File: config.mk
export PLATFORM = sky130hd
export DESIGN_NAME = key_debounce_short_long_press
export DESIGN_NICKNAME = d
export VERILOG_FILES = /design/src/rtl/core/kdb_pkg.sv /design/src/rtl/core/key_debounce_short_long_press.sv /design/src/rtl/core/kdb_cfg.sv /design/src/rtl/core/kdb_fsm.sv /design/src/rtl/core/kdb_out_fifo.sv
export SDC_FILE = /design/constraint.sdc
export NUM_CORES = 1
export LEC_CHECK = 0
export BUFFER_PORTS_ARGS = -buffer_cell sky130_fd_sc_hd__clkbuf_2
export CAP_MARGIN = 5
export CORE_MARGIN = 2
export CORE_UTILIZATION = 40
export CTS_BUF_LIST = sky130_fd_sc_hd__clkbuf_4 sky130_fd_sc_hd__clkbuf_8
export DETAILED_ROUTE_END_ITERATION = 8
export GPL_ROUTABILITY_DRIVEN = 0
export GPL_TIMING_DRIVEN = 1
export PLACE_DENSITY = 0.64
export SKIP_CTS_REPAIR_TIMING = 1
export SLEW_MARGIN = 20
export SYNTH_ARGS = -nofsm -noshare
export SYNTH_HDL_FRONTEND = slang
export SYNTH_SLANG_ARGS = --single-unit
File: constraint.sdc
create_clock -name aclk -period 4.12 [get_ports aclk]
set_input_delay 0.412 -clock aclk [delete_from_list [all_inputs] [get_ports aclk]]
set_output_delay 0.412 -clock aclk [all_outputs]
set_load 0.05 [all_outputs]
File: src/rtl/core/kdb_pkg.sv
// Shared types and constants for the key debouncer.
// No dependencies; imported by every module of the block.
package kdb_pkg;

    localparam int PinW  = 4;
    localparam int CntW  = 16;
    localparam int HoldW = 17;

    localparam logic [CntW-1:0] DebounceReset = 16'd900;
    localparam logic [CntW-1:0] LongReset     = 16'd50000;

    localparam logic ADDR_DEBOUNCE = 1'b0;
    localparam logic ADDR_LONG     = 1'b1;

    typedef enum logic [2:0] {
        PH_START = 3'd0,
        PH_WAIT  = 3'd1,
        PH_DLY   = 3'd2,
        PH_CHECK = 3'd3,
        PH_LONG  = 3'd4,
        PH_UP    = 3'd5
    } phase_t;

    typedef struct packed {
        logic [PinW-1:0] key_mask;
        logic            long_press;
    } kdb_event_t;

    typedef struct packed {
        logic [CntW-1:0] debounce_ticks;
        logic [CntW-1:0] long_press_ticks;
    } kdb_cfg_t;

endpackage

File: src/rtl/core/key_debounce_short_long_press.sv
// Key debouncer with short- and long-press events.
// Depends on kdb_pkg, kdb_cfg, kdb_fsm and kdb_out_fifo.
//
// Usage: each transfer on the s_ channel is one tick carrying four
// active-low key pins in s_tdata[3:0] (up, set, down, menu). A press that
// survives the debounce wait produces one transfer on the m_ channel:
// m_tdata[3:0] is the pressed key mask, m_tuser is 1 for a long press
// (held past long_press_ticks) and 0 for a short press on full release.
// Ticks that end in no event produce no transfer.
// Registers over APB: 0x0 debounce_ticks, 0x4 long_press_ticks (16 bit);
// write them only while no tick is in flight.
// Timing: a tick lands in an input register and is stepped through the state
// machine once the result buffer has room; its event is written into the
// result buffer in that step and shows on m_ from there. One tick per cycle
// is accepted while the result buffer has room; the rate is set by the
// state update.
// A two-entry result buffer absorbs receiver stalls; input stalls only once
// both entries and the input register are occupied.
// Reset (aresetn low, synchronous) restores the register defaults 900 and
// 50000, returns to the start phase and empties all buffers.
module key_debounce_short_long_press (
    input  logic        aclk,
    input  logic        aresetn,
    input  logic        s_tvalid,
    output logic        s_tready,
    input  logic [7:0]  s_tdata,   // [3:0] raw_pins, [7:4] zero
    output logic        m_tvalid,
    input  logic        m_tready,
    output logic [7:0]  m_tdata,   // [3:0] key_mask, [7:4] zero
    output logic        m_tuser,   // [0] long_press
    input  logic        psel,
    input  logic        penable,
    input  logic        pwrite,
    input  logic [2:0]  paddr,
    input  logic [31:0] pwdata,
    output logic [31:0] prdata,
    output logic        pready
);
    import kdb_pkg::*;

    kdb_cfg_t        cfg;
    logic            in_valid_reg;
    logic [PinW-1:0] pins_reg;
    logic            step;
    logic            evt_valid;
    kdb_event_t      evt;
    logic            has_room;
    kdb_event_t      out_evt;

    kdb_cfg u_cfg (
        .aclk    (aclk),
        .aresetn (aresetn),
        .psel    (psel),
        .penable (penable),
        .pwrite  (pwrite),
        .paddr   (paddr),
        .pwdata  (pwdata),
        .prdata  (prdata),
        .pready  (pready),
        .cfg     (cfg)
    );

    // a tick is stepped only when a result, if any, has a slot to go to
    assign step     = in_valid_reg & has_room;
    assign s_tready = ~in_valid_reg | step;

    always_ff @(posedge aclk) begin
        if (!aresetn) begin
            in_valid_reg <= 1'b0;
        end else if (s_tready) begin
            in_valid_reg <= s_tvalid;
        end
    end

    always_ff @(posedge aclk) begin
        if (s_tready && s_tvalid) pins_reg <= s_tdata[PinW-1:0];
    end

    kdb_fsm u_fsm (
        .aclk      (aclk),
        .aresetn   (aresetn),
        .step      (step),
        .raw_pins  (pins_reg),
        .cfg       (cfg),
        .evt_valid (evt_valid),
        .evt       (evt)
    );

    kdb_out_fifo u_out (
        .aclk     (aclk),
        .aresetn  (aresetn),
        .wr_en    (evt_valid),
        .wr_data  (evt),
        .has_room (has_room),
        .rd_valid (m_tvalid),
        .rd_ready (m_tready),
        .rd_data  (out_evt)
    );

    assign m_tdata = {4'd0, out_evt.key_mask};
    assign m_tuser = out_evt.long_press;

endmodule

File: src/rtl/core/kdb_cfg.sv
// APB register file holding the debounce and long-press limits.
// Depends on kdb_pkg.
module kdb_cfg (
    input  logic             aclk,
    input  logic             aresetn,
    input  logic             psel,
    input  logic             penable,
    input  logic             pwrite,
    input  logic [2:0]       paddr,
    input  logic [31:0]      pwdata,
    output logic [31:0]      prdata,
    output logic             pready,
    output kdb_pkg::kdb_cfg_t cfg
);
    import kdb_pkg::*;

    logic [CntW-1:0] debounce_reg;
    logic [CntW-1:0] long_reg;
    logic            wr_en;

    assign pready = 1'b1;
    assign wr_en  = psel & penable & pwrite;

    always_ff @(posedge aclk) begin
        if (!aresetn) begin
            debounce_reg <= DebounceReset;
            long_reg     <= LongReset;
        end else if (wr_en) begin
            unique case (paddr[2])
                ADDR_DEBOUNCE: debounce_reg <= pwdata[CntW-1:0];
                ADDR_LONG:     long_reg     <= pwdata[CntW-1:0];
                default:       ;
            endcase
        end
    end

    always_comb begin
        unique case (paddr[2])
            ADDR_DEBOUNCE: prdata = {16'd0, debounce_reg};
            ADDR_LONG:     prdata = {16'd0, long_reg};
            default:       prdata = 32'd0;
        endcase
    end

    assign cfg.debounce_ticks   = debounce_reg;
    assign cfg.long_press_ticks = long_reg;

endmodule

File: src/rtl/core/kdb_fsm.sv
// Debounce and press-length state machine, one tick per step.
// Depends on kdb_pkg.
module kdb_fsm (
    input  logic                  aclk,
    input  logic                  aresetn,
    input  logic                  step,
    input  logic [3:0]            raw_pins,
    input  kdb_pkg::kdb_cfg_t     cfg,
    output logic                  evt_valid,
    output kdb_pkg::kdb_event_t   evt
);
    import kdb_pkg::*;

    phase_t           phase_reg, phase_next;
    logic [CntW-1:0]  deb_reg, deb_next;
    logic [HoldW-1:0] hold_reg, hold_next;
    logic [PinW-1:0]  saved_reg, saved_next;
    logic [PinW-1:0]  mask;
    logic [CntW-1:0]  deb_inc;
    logic [HoldW-1:0] hold_inc;

    assign mask     = ~raw_pins;
    assign deb_inc  = deb_reg + 1'b1;
    assign hold_inc = hold_reg + 1'b1;

    always_ff @(posedge aclk) begin
        if (!aresetn) begin
            phase_reg <= PH_START;
            deb_reg   <= '0;
            hold_reg  <= '0;
            saved_reg <= '0;
        end else if (step) begin
            phase_reg <= phase_next;
            deb_reg   <= deb_next;
            hold_reg  <= hold_next;
            saved_reg <= saved_next;
        end
    end

    // next state and counters
    always_comb begin
        phase_next = phase_reg;
        deb_next   = deb_reg;
        hold_next  = hold_reg;
        saved_next = saved_reg;
        unique case (phase_reg)
            PH_WAIT: begin
                if (mask != '0) begin
                    saved_next = mask;
                    phase_next = PH_DLY;
                end
            end
            PH_DLY: begin
                deb_next = deb_inc;
                if (deb_inc >= cfg.debounce_ticks) begin
                    deb_next   = '0;
                    phase_next = PH_CHECK;
                end
            end
            PH_CHECK: begin
                phase_next = (mask == saved_reg) ? PH_LONG : PH_START;
            end
            PH_LONG: begin
                if (mask == saved_reg) begin
                    hold_next = hold_inc;
                    if (hold_inc > {1'b0, cfg.long_press_ticks}) begin
                        hold_next  = '0;
                        phase_next = PH_UP;
                    end
                end else begin
                    phase_next = PH_START;
                end
            end
            PH_UP: begin
                if (mask != saved_reg) phase_next = PH_START;
            end
            default: begin
                // start and unused codes read the keys in the same tick
                deb_next   = '0;
                hold_next  = '0;
                phase_next = PH_WAIT;
                if (mask != '0) begin
                    saved_next = mask;
                    phase_next = PH_DLY;
                end
            end
        endcase
    end

    // event outputs
    always_comb begin
        evt_valid      = 1'b0;
        evt.key_mask   = saved_reg;
        evt.long_press = 1'b0;
        if (step && phase_reg == PH_LONG) begin
            if (mask == saved_reg) begin
                if (hold_inc > {1'b0, cfg.long_press_ticks}) begin
                    evt_valid      = 1'b1;
                    evt.long_press = 1'b1;
                end
            end else if (mask == '0) begin
                evt_valid = 1'b1;
            end
        end
    end

endmodule

File: src/rtl/core/kdb_out_fifo.sv
// Two-entry result buffer that decouples the state machine from the receiver.
// Depends on kdb_pkg.
module kdb_out_fifo (
    input  logic                aclk,
    input  logic                aresetn,
    input  logic                wr_en,
    input  kdb_pkg::kdb_event_t wr_data,
    output logic                has_room,
    output logic                rd_valid,
    input  logic                rd_ready,
    output kdb_pkg::kdb_event_t rd_data
);
    import kdb_pkg::*;

    kdb_event_t mem_reg [2];
    logic [1:0] count_reg, count_next;
    logic       wr_ptr_reg, rd_ptr_reg;
    logic       rd_en;

    assign rd_valid = count_reg != 2'd0;
    assign has_room = count_reg != 2'd2;
    assign rd_en    = rd_valid & rd_ready;
    assign rd_data  = mem_reg[rd_ptr_reg];

    always_comb begin
        count_next = count_reg;
        if (wr_en && !rd_en)      count_next = count_reg + 2'd1;
        else if (!wr_en && rd_en) count_next = count_reg - 2'd1;
    end

    always_ff @(posedge aclk) begin
        if (!aresetn) begin
            count_reg  <= '0;
            wr_ptr_reg <= 1'b0;
            rd_ptr_reg <= 1'b0;
        end else begin
            count_reg <= count_next;
            if (wr_en) wr_ptr_reg <= ~wr_ptr_reg;
            if (rd_en) rd_ptr_reg <= ~rd_ptr_reg;
        end
    end

    always_ff @(posedge aclk) begin
        if (wr_en) mem_reg[wr_ptr_reg] <= wr_data;
    end

endmodule

==> results.json, run 1 <==
{
  "fillers": 1317,
  "syn_inst": 649,
  "finClkSkew_ns": 0.00697,
  "clk_pin_slew_ns": 0.09,
  "stdcell_area_um2": 5980,
  "dpl-instance-area_um2": 5750,
  "tightestPinTransition_ns": 0.706,
  "yosysTopAreaCell": "dfxtp_1",
  "grtUsageTotal_pct": 16.9,
  "ys_seq_area_share_pct": 36.6,
  "antennaDiodeCount": 0,
  "cts-root-buf": "clkbuf_8",
  "grt_pass1_vias": 4155,
  "fmax_mhz": 259,
  "startpoint": "u_fsm.hold_reg[0]$_SDFFE_PN0P_",
  "fp.dieH_um": 120,
  "ant_nets": 0,
  "arrival_ns": 4.16,
  "synthTopCellsByCount": "105 x nand2_1, 78 x dfxtp_1, 39 x inv_1",
  "syn2layout_area_growth_pct": 10.3,
  "fin_setup_tns_ns": 0,
  "syn_area_per_cell_um2": 8.35,
  "vias_per_cell": 5.08,
  "p_per_area_nw_per_um2": 317,
  "grt_max_degree": 56,
  "drive_gt1_share_pct": 14.9,
  "routedWlPerCell_um": 13.6,
  "ys_types": 60,
  "p_leak_nw": 2.45,
  "hold_path_class": "input pin to register",
  "ys_ff_latch": 92,
  "grt_antenna_before_repair": 0,
  "utilization_pct": 45.2,
  "setup_viol": 0,
  "grt_first_pass_wirelength_um": 19800,
  "ys.flop_type": "dfxtp_1",
  "synth_top_area_share_pct": 28.8,
  "die_area_um2": 14500,
  "relSlewSlack_pct": 52.7,
  "num_vias": 4437,
  "cts.sinks": 92,
  "crit_slowest_cell": "dfxtp_1",
  "rsz0062_at_grt": "no",
  "power_mw": 1.89,
  "row_count": 42,
  "yosysMostFrequentCell": "nand2_1",
  "dp_hpwl_um": 8760,
  "cts_tree": "built",
  "cp.required_ns": 4.41,
  "final.setup.worst_slack_ns": 0.253,
  "synth-async-reset-ratio_pct": 0,
  "port-buffer-count": 50,
  "place_ws_ns": 0.300,
  "max_cap_viol_count": 0,
  "cp_slowest_stage_delay_ns": 0.43,
  "largest_reg_flops": 17,
  "cts_buffers": 9,
  "worst_setup_path_end_kind": "register",
  "finalMaxSlewViolations": 0,
  "worstPathMaxFanout": 5,
  "fin_crit_ns": 3.87,
  "synth_warnings": 0,
  "clockBufferDepth": 2,
  "synth_area_leaders": "dfxtp_1 29%, ha_1 8.1%, edfxtp_1 7.8%, nand2_1 7.3%, a21boi_0 4.0%",
  "crit_type": "register to register",
  "drtIter0Drc": 193,
  "path_buf_inv": 1,
  "vdd_ir_drop_max_uv": 127,
  "final.period_utilization_pct": 93.8,
  "hold_viol_final": 0,
  "drt-pass1-iter-count": 6,
  "outcome": "completed",
  "pin_count": 94,
  "reg2reg_from": "u_fsm.hold_reg[0]$_SDFFE_PN0P_",
  "grt_overflow_total": 0,
  "start_util_pct": 40.9,
  "cpMostUsedCell": "ha_1",
  "critPathTopFamily": "simple AND/OR/NAND/NOR gates",
  "die_width_um": 120,
  "nets": 777,
  "clock_latency_ns": 0.36,
  "core_um2": 13200,
  "cp-start-kind": "register",
  "drc": 0,
  "synth_edf_count": 14,
  "synth_area_um2": 5420,
  "totalWireLength_um": 11800,
  "crit_chain": "ha_1 > nand2_1 > or2_2 > and2_1 > or2_2 > ha_1 > a211oi_1 > o21bai_1 > a211oi_1 > a31oi_1 > a2bb2oi_1 > inv_1 > ha_1 > or3_1 > a21boi_0",
  "htreeDepth": 3,
  "min_from": "s_tdata[0]"
}
## final timing paths
kind	cells after the start	slack, ns	end
setup / recovery	15	0.25	u_out.count_reg[1]$_SDFFE_PN0P_
hold / removal	1	0.22	pins_reg[0]$_DFFE_PP_
setup reg to reg	15	0.25	u_out.count_reg[1]$_SDFFE_PN0P_
hold reg to reg	2	0.47	u_cfg.debounce_reg[4]$_SDFFE_PN0P_
## routing by layer
| layer | vias up | share of wire (%) | GRT usage, % |
|---|---|---|---|
| met1 | 2033 | 46 | 22.4 |
| met4 | 0 | 1.7 | 4.87 |
| met5 | - | 0 | 0 |
| met2 | 91 | 48 | 27.6 |
| li1 | 2299 | - | - |
| met3 | 14 | 4.3 | 3.73 |
## logic make-up after synthesis
kind of cell    synth area share, %
simple gates                   23.1
xor+xnor                       4.20
other cells                   0.139
flops                          36.6
mux                            1.80
buf+inv                        7.82
compound gates                 18.3
fa+ha+maj                      8.08
## stage by stage
stage | std cells | hold slack, ns
6_report | 873 | 0.222
5_1_grt | 873 | 0.193
4_1_cts | 873 | 0.203
3_5_place_dp | 857 | 0.457
3_3_place_gp | 857 | 0.453
2_1_floorplan | 668 | 0.443
## placed cells by master, fill, tap and decap left out, drive strengths merged, types with 4 or more instances in the layout
cell    synthesis  routed
nand2         107     107
dfxtp          78      78
clkbuf         21      59
inv            39      41
a21boi         38      38
o21ai          37      37
ha             35      35
nor2           26      26
conb            2      21
nand3          20      20
and2           20      20
xnor2          15      15
o211ai         14      14
edfxtp         14      14
a21oi          13      13
and3           13      13
nor2b          13      13
or2            13      13
nand4          12      12
xor2           11      11
nand2b          9       9
o31ai           9       9
buf            25       9
a31oi           8       8
a22oi           8       8
mux2            6       6
nor3            5       5
or3             5       5
a211oi          4       4
## report_power, final
part	switching (mW)	internal [mW]	total [mW]
Combinational	0.191	0.0762	0.268
Sequential	0.0186	0.930	0.949
Clock	0.332	0.345	0.677
## area by class of cell
| cell class | instances | area, um^2 | area share, % |
|---|---|---|---|
| Multi-Input combinational cell | 491 | 3090 | 51.7 |
| Sequential cell | 92 | 1980 | 33.1 |
| Timing Repair Buffer | 59 | 318 | 5.31 |
| Tap cell | 176 | 220 | 3.68 |
| Inverter | 39 | 146 | 2.45 |
| Clock buffer | 9 | 124 | 2.07 |
| Clock inverter | 7 | 96.3 | 1.61 |
(Power assumes the default switching activity.)
==> inputs of run 2 (changes only) <==
--- a/config.mk
+++ b/config.mk
@@ -5,15 +5,14 @@
 export SDC_FILE = /design/constraint.sdc
 export NUM_CORES = 1
 export LEC_CHECK = 0
-export BUFFER_PORTS_ARGS = -buffer_cell sky130_fd_sc_hd__clkbuf_2
 export CAP_MARGIN = 5
 export CORE_MARGIN = 2
 export CORE_UTILIZATION = 40
 export CTS_BUF_LIST = sky130_fd_sc_hd__clkbuf_4 sky130_fd_sc_hd__clkbuf_8
 export DETAILED_ROUTE_END_ITERATION = 8
+export DONT_BUFFER_PORTS = 1
 export GPL_ROUTABILITY_DRIVEN = 0
 export GPL_TIMING_DRIVEN = 1
-export PLACE_DENSITY = 0.64
 export SKIP_CTS_REPAIR_TIMING = 1
 export SLEW_MARGIN = 20
 export SYNTH_ARGS = -nofsm -noshare
==> results.json, run 2 (synthesis results as in run 1) <==
{
  "outcome": "completed",
  "grt_antenna_before_repair": 0,
  "power_frac_comb_pct": 13.0,
  "most-common-layout-cells": "105 x nand2_1, 78 x dfxtp_1, 39 x inv_1",
  "grt_pass1_vias": 4138,
  "pin_count": 94,
  "cts-root-buf": "clkbuf_8",
  "arrival_ns": 4.07,
  "dpl-instance-area_um2": 5520,
  "syn2layout_area_growth_pct": 5.65,
  "relSlewSlack_pct": 27.7,
  "clock_latency_ns": 0.37,
  "start_util_pct": 40.9,
  "drc": 0,
  "totalWireLength_um": 12100,
  "ant_nets": 0,
  "nets": 729,
  "clockBufferDepth": 2,
  "cp.required_ns": 4.40,
  "tightestPinTransition_ns": 1.08,
  "die_width_um": 120,
  "worstHoldPathCells": 0,
  "max_cap_viol_count": 0,
  "p_int_mw": 1.27,
  "fp.dieH_um": 120,
  "finalMaxSlewViolations": 0,
  "final_common_cell": "nand2_1",
  "grt_overflow_total": 0,
  "final.period_utilization_pct": 91.9,
  "row_count": 42,
  "switching_share_pct": 29.4,
  "worst_setup_path_end_kind": "register",
  "grt_first_pass_wirelength_um": 20200,
  "r2r_cells": 16,
  "antennaDiodeCount": 0,
  "p_per_area_nw_per_um2": 315,
  "largest_reg_flops": 17,
  "cts_buffers": 9,
  "grtUsageTotal_pct": 17.5,
  "p_clk_share_pct": 34.5,
  "clk_pin_slew_ns": 0.10,
  "power_mw": 1.81,
  "grt_max_degree": 78,
  "stdcell_area_um2": 5730,
  "vdd_ir_drop_max_uv": 138,
  "hold_path_class": "input pin to register",
  "core_um2": 13200,
  "drt-pass1-iter-count": 4,
  "cp_slowest_stage_delay_ns": 0.43,
  "cp-start-kind": "register",
  "finClkSkew_ns": 0.0124,
  "worstPathMaxFanout": 5,
  "cts.sinks": 92,
  "switching_power_mw": 0.531,
  "routedWlPerCell_um": 14.6,
  "fillers": 1338,
  "p_leak_nw": 2.22,
  "crit_chain": "ha_1 > nand2_1 > or2_2 > and2_1 > or2_2 > ha_1 > a211oi_1 > o21bai_1 > a211oi_1 > a31oi_2 > a2bb2oi_1 > inv_1 > ha_1 > xor2_1 > or3_1 > a21boi_0",
  "seq_power_share_pct": 52.5,
  "drive_gt1_share_pct": 8.63,
  "port-buffer-count": 0,
  "drtIter0Drc": 197,
  "utilization_pct": 43.3,
  "die_area_um2": 14500,
  "rsz0062_at_grt": "no",
  "crit_slowest_cell": "dfxtp_1",
  "fmax_mhz": 264,
  "fin_setup_tns_ns": 0,
  "cpMostUsedCell": "ha_1",
  "num_vias": 4315,
  "htreeDepth": 3,
  "crit_type": "register to register",
  "fin_crit_ns": 3.78,
  "hold_viol_final": 0,
  "cts_tree": "built",
  "setup_viol": 0,
  "vias_per_cell": 5.23,
  "dp_hpwl_um": 8960
}
[run 2: cell types whose count changed in the layout (fill, tap and decap cells not counted)]
cell and change:
clkinv_2 -1, clkinvlp_4 +3, a31oi_1 -1, o21ai_1 +15, o21ai_0 -15, inv_6 -1
clkbuf_2 -50, buf_4 +2, a31oi_2 +1, bufinv_16 -1, nor2_1 +1, nor2_2 -1
[run 2: layer usage]
| layer | global-route usage, % | wire length [um] | up-vias |
|---|---|---|---|
| met5 | 0 | 0 | - |
| met4 | 8.79 | 404 | 0 |
| met3 | 3.44 | 472 | 25 |
| met2 | 29.2 | 5830 | 70 |
| met1 | 21.3 | 5370 | 2022 |
| li1 | - | - | 2198 |
[run 2: path summary, 6_finish.rpt]
kind | startpoint | to | slack (ns)
max | u_fsm.hold_reg[0]$_SDFFE_PN0P_ | u_out.count_reg[1]$_SDFFE_PN0P_ | 0.34
min | s_tdata[3] | pins_reg[3]$_DFFE_PP_ | 0.14
max reg2reg | u_fsm.hold_reg[0]$_SDFFE_PN0P_ | u_out.count_reg[1]$_SDFFE_PN0P_ | 0.34
min reg2reg | u_cfg.debounce_reg[5]$_SDFFE_PN0P_ | u_cfg.debounce_reg[5]$_SDFFE_PN0P_ | 0.47
[run 2: worst max-delay path: cells and delay by family (launching register included)]
family | cells | cell delay, ns
AND/OR/NAND/NOR | 5 | 1.16
XOR/XNOR | 1 | 0.15
AO/OA/AOI/OAI | 6 | 1.16
buffers and inverters | 1 | 0.08
flip-flops | 1 | 0.43
adder cells (fa/ha/maj) | 3 | 0.72
[run 2: layout make-up]
cell class / instances / area, um^2 / area share [%]
multi-input cells: 491 / 3100 / 54.1
well taps: 176 / 220 / 3.84
clock inverters: 7 / 75.1 / 1.31
inverters: 39 / 146 / 2.56
clock buffers: 9 / 124 / 2.16
repair buffers: 11 / 82.6 / 1.44
flip-flops and latches: 92 / 1980 / 34.6
[run 2: per-stage QoR]
step	hold WS (ns)	instances	setup WS, ns
3_3_place_gp	0.451	809	0.353
4_1_cts	0.121	825	0.218
2_1_floorplan	0.443	668	0.563
3_5_place_dp	0.457	809	0.258
5_1_grt	0.113	825	0.00903
6_report	0.136	825	0.335
[run 2: power by group through the flow]
stage / Clock, mW / Sequential [mW] / Combinational, mW
3_5_place_dp: 0 / 0.970 / 0.234
3_3_place_gp: 0 / 0.968 / 0.230
4_1_cts: 0.645 / 0.949 / 0.235
6_report: 0.622 / 0.948 / 0.235
2_1_floorplan: 0 / 0.964 / 0.224
5_1_grt: 0.687 / 0.952 / 0.255
==> inputs of run 3 (changes only) <==
--- a/config.mk
+++ b/config.mk
@@ -13,6 +13,7 @@
 export DONT_BUFFER_PORTS = 1
 export GPL_ROUTABILITY_DRIVEN = 0
 export GPL_TIMING_DRIVEN = 1
+export PLACE_DENSITY_LB_ADDON = 0.1
 export SKIP_CTS_REPAIR_TIMING = 1
 export SLEW_MARGIN = 20
 export SYNTH_ARGS = -nofsm -noshare
==> results.json, run 3 (synthesis results as in run 1) <==
{
  "outcome": "completed",
  "vdd_ir_drop_max_uv": 217,
  "p_per_area_nw_per_um2": 306,
  "p_clk_share_pct": 32.1,
  "drive_gt1_share_pct": 7.89,
  "fmax_mhz": 259,
  "final.period_utilization_pct": 93.6,
  "nets": 726,
  "setup_viol": 0,
  "port-buffer-count": 0,
  "crit_slowest_cell": "dfxtp_1",
  "cts-root-buf": "clkbuf_8",
  "row_count": 42,
  "critPathTopFamily": "simple AND/OR/NAND/NOR gates",
  "syn2layout_area_growth_pct": 4.66,
  "drc": 0,
  "tightestPinTransition_ns": 1.05,
  "rsz0062_at_grt": "no",
  "die_width_um": 120,
  "max_cap_viol_count": 0,
  "cts.sinks": 92,
  "fin_setup_tns_ns": 0,
  "clock_latency_ns": 0.38,
  "htreeDepth": 3,
  "finClkSkew_ns": 0.00767,
  "drtIter0Drc": 183,
  "largest_reg_flops": 17,
  "core_um2": 13200,
  "grt_first_pass_wirelength_um": 20200,
  "start_util_pct": 40.9,
  "drt-pass1-iter-count": 5,
  "utilization_pct": 42.8,
  "multiInputGateArea_um2": 3100,
  "switching_share_pct": 30.5,
  "arrival_ns": 4.16,
  "power_frac_comb_pct": 13.2,
  "final_common_cell": "nand2_1",
  "grt_overflow_total": 0,
  "p_leak_nw": 2.20,
  "num_vias": 4255,
  "cp-start-kind": "register",
  "pin_count": 94,
  "die_area_um2": 14500,
  "most-common-layout-cells": "105 x nand2_1, 77 x dfxtp_1, 39 x inv_1",
  "ant_nets": 0,
  "fp.dieH_um": 120,
  "hold_path_class": "input pin to register",
  "crit_type": "register to register",
  "holdWs_ns": 0.124,
  "regArea_um2": 1980,
  "seq_power_share_pct": 54.6,
  "hold_viol_final": 0,
  "power_mw": 1.74,
  "finalMaxSlewViolations": 0,
  "crit_chain": "nand3_1 > or2_2 > and2_1 > or2_2 > ha_1 > a211oi_1 > o21bai_1 > a211oi_1 > a31oi_2 > a2bb2oi_2 > inv_1 > ha_1 > or3_1 > a21boi_0",
  "switching_power_mw": 0.529,
  "grtUsageTotal_pct": 17.8,
  "dp_hpwl_um": 8920,
  "worst_setup_path_end_kind": "register",
  "relSlewSlack_pct": 29.7,
  "antennaDiodeCount": 0,
  "routedWlPerCell_um": 14.9,
  "grt_max_degree": 78,
  "p_int_mw": 1.21,
  "clk_pin_slew_ns": 0.10,
  "cp_slowest_stage_delay_ns": 0.43,
  "worstPathMaxFanout": 6,
  "grt_pass1_vias": 4002,
  "vias_per_cell": 5.18,
  "cts_buffers": 9,
  "totalWireLength_um": 12200,
  "path_buf_inv": 1,
  "fin_crit_ns": 3.86,
  "grt_antenna_before_repair": 0,
  "cts_tree": "built",
  "clockBufferDepth": 2,
  "fillers": 1391,
  "cp.required_ns": 4.43
}
## run 3: worst paths after layout
path / startpoint / end / slack [ns] / depth (start not counted)
setup / recovery: u_fsm.hold_reg[2]$_SDFFE_PN0P_ / u_out.count_reg[1]$_SDFFE_PN0P_ / 0.26 / 14
setup reg to reg: u_fsm.hold_reg[2]$_SDFFE_PN0P_ / u_out.count_reg[1]$_SDFFE_PN0P_ / 0.26 / 14
hold / removal: s_tdata[3] / pins_reg[3]$_DFFE_PP_ / 0.12 / 0
hold reg to reg: u_cfg.debounce_reg[1]$_SDFFE_PN0P_ / u_cfg.debounce_reg[1]$_SDFFE_PN0P_ / 0.47 / 2
## run 3: area by class of cell
class                           instances  area share [%]
Timing Repair Buffer                    8            1.06
Clock buffer                            9            2.18
Inverter                               39            2.58
Sequential cell                        92            35.0
Clock inverter                          7           0.728
Tap cell                              176            3.88
Multi-Input combinational cell        491            54.6
## run 3: routing by layer
metal  GRT usage [%]  vias to the layer above  part of all wire [%]
li1                -                     2199                     -
met1            23.8                     1968                    48
met2            27.8                       73                    45
met3            5.47                       15                   5.1
met4            5.31                        0                   1.6
met5               0                        -                     0
## run 3: worst reg2reg max path, cell delays in order, from the launching register on
cell and delay [ns]:
dfxtp_1 0.43, nand3_1 0.18, or2_2 0.36, and2_1 0.17, or2_2 0.30, ha_1 0.31, a211oi_1 0.26, o21bai_1 0.12
a211oi_1 0.28, a31oi_2 0.17, a2bb2oi_2 0.24, inv_1 0.08, ha_1 0.34, or3_1 0.38, a21boi_0 0.17
## run 3: power by group through the flow
stage	Clock (mW)	Combinational, mW	Sequential (mW)
after global routing	0.619	0.252	0.953
after CTS	0.583	0.231	0.949
after floorplan	0	0.224	0.964
final	0.558	0.230	0.948
after global placement	0	0.227	0.969
after detailed placement	0	0.230	0.970
## run 3: through the flow
stage | std cells | cell area, um^2 | setup WS [ns]
2_1_floorplan | 668 | 5490 | 0.563
3_3_place_gp | 806 | 5500 | 0.217
3_5_place_dp | 806 | 5500 | 0.113
4_1_cts | 822 | 5660 | 0.0929
5_1_grt | 822 | 5670 | 0.00652
6_report | 822 | 5670 | 0.263
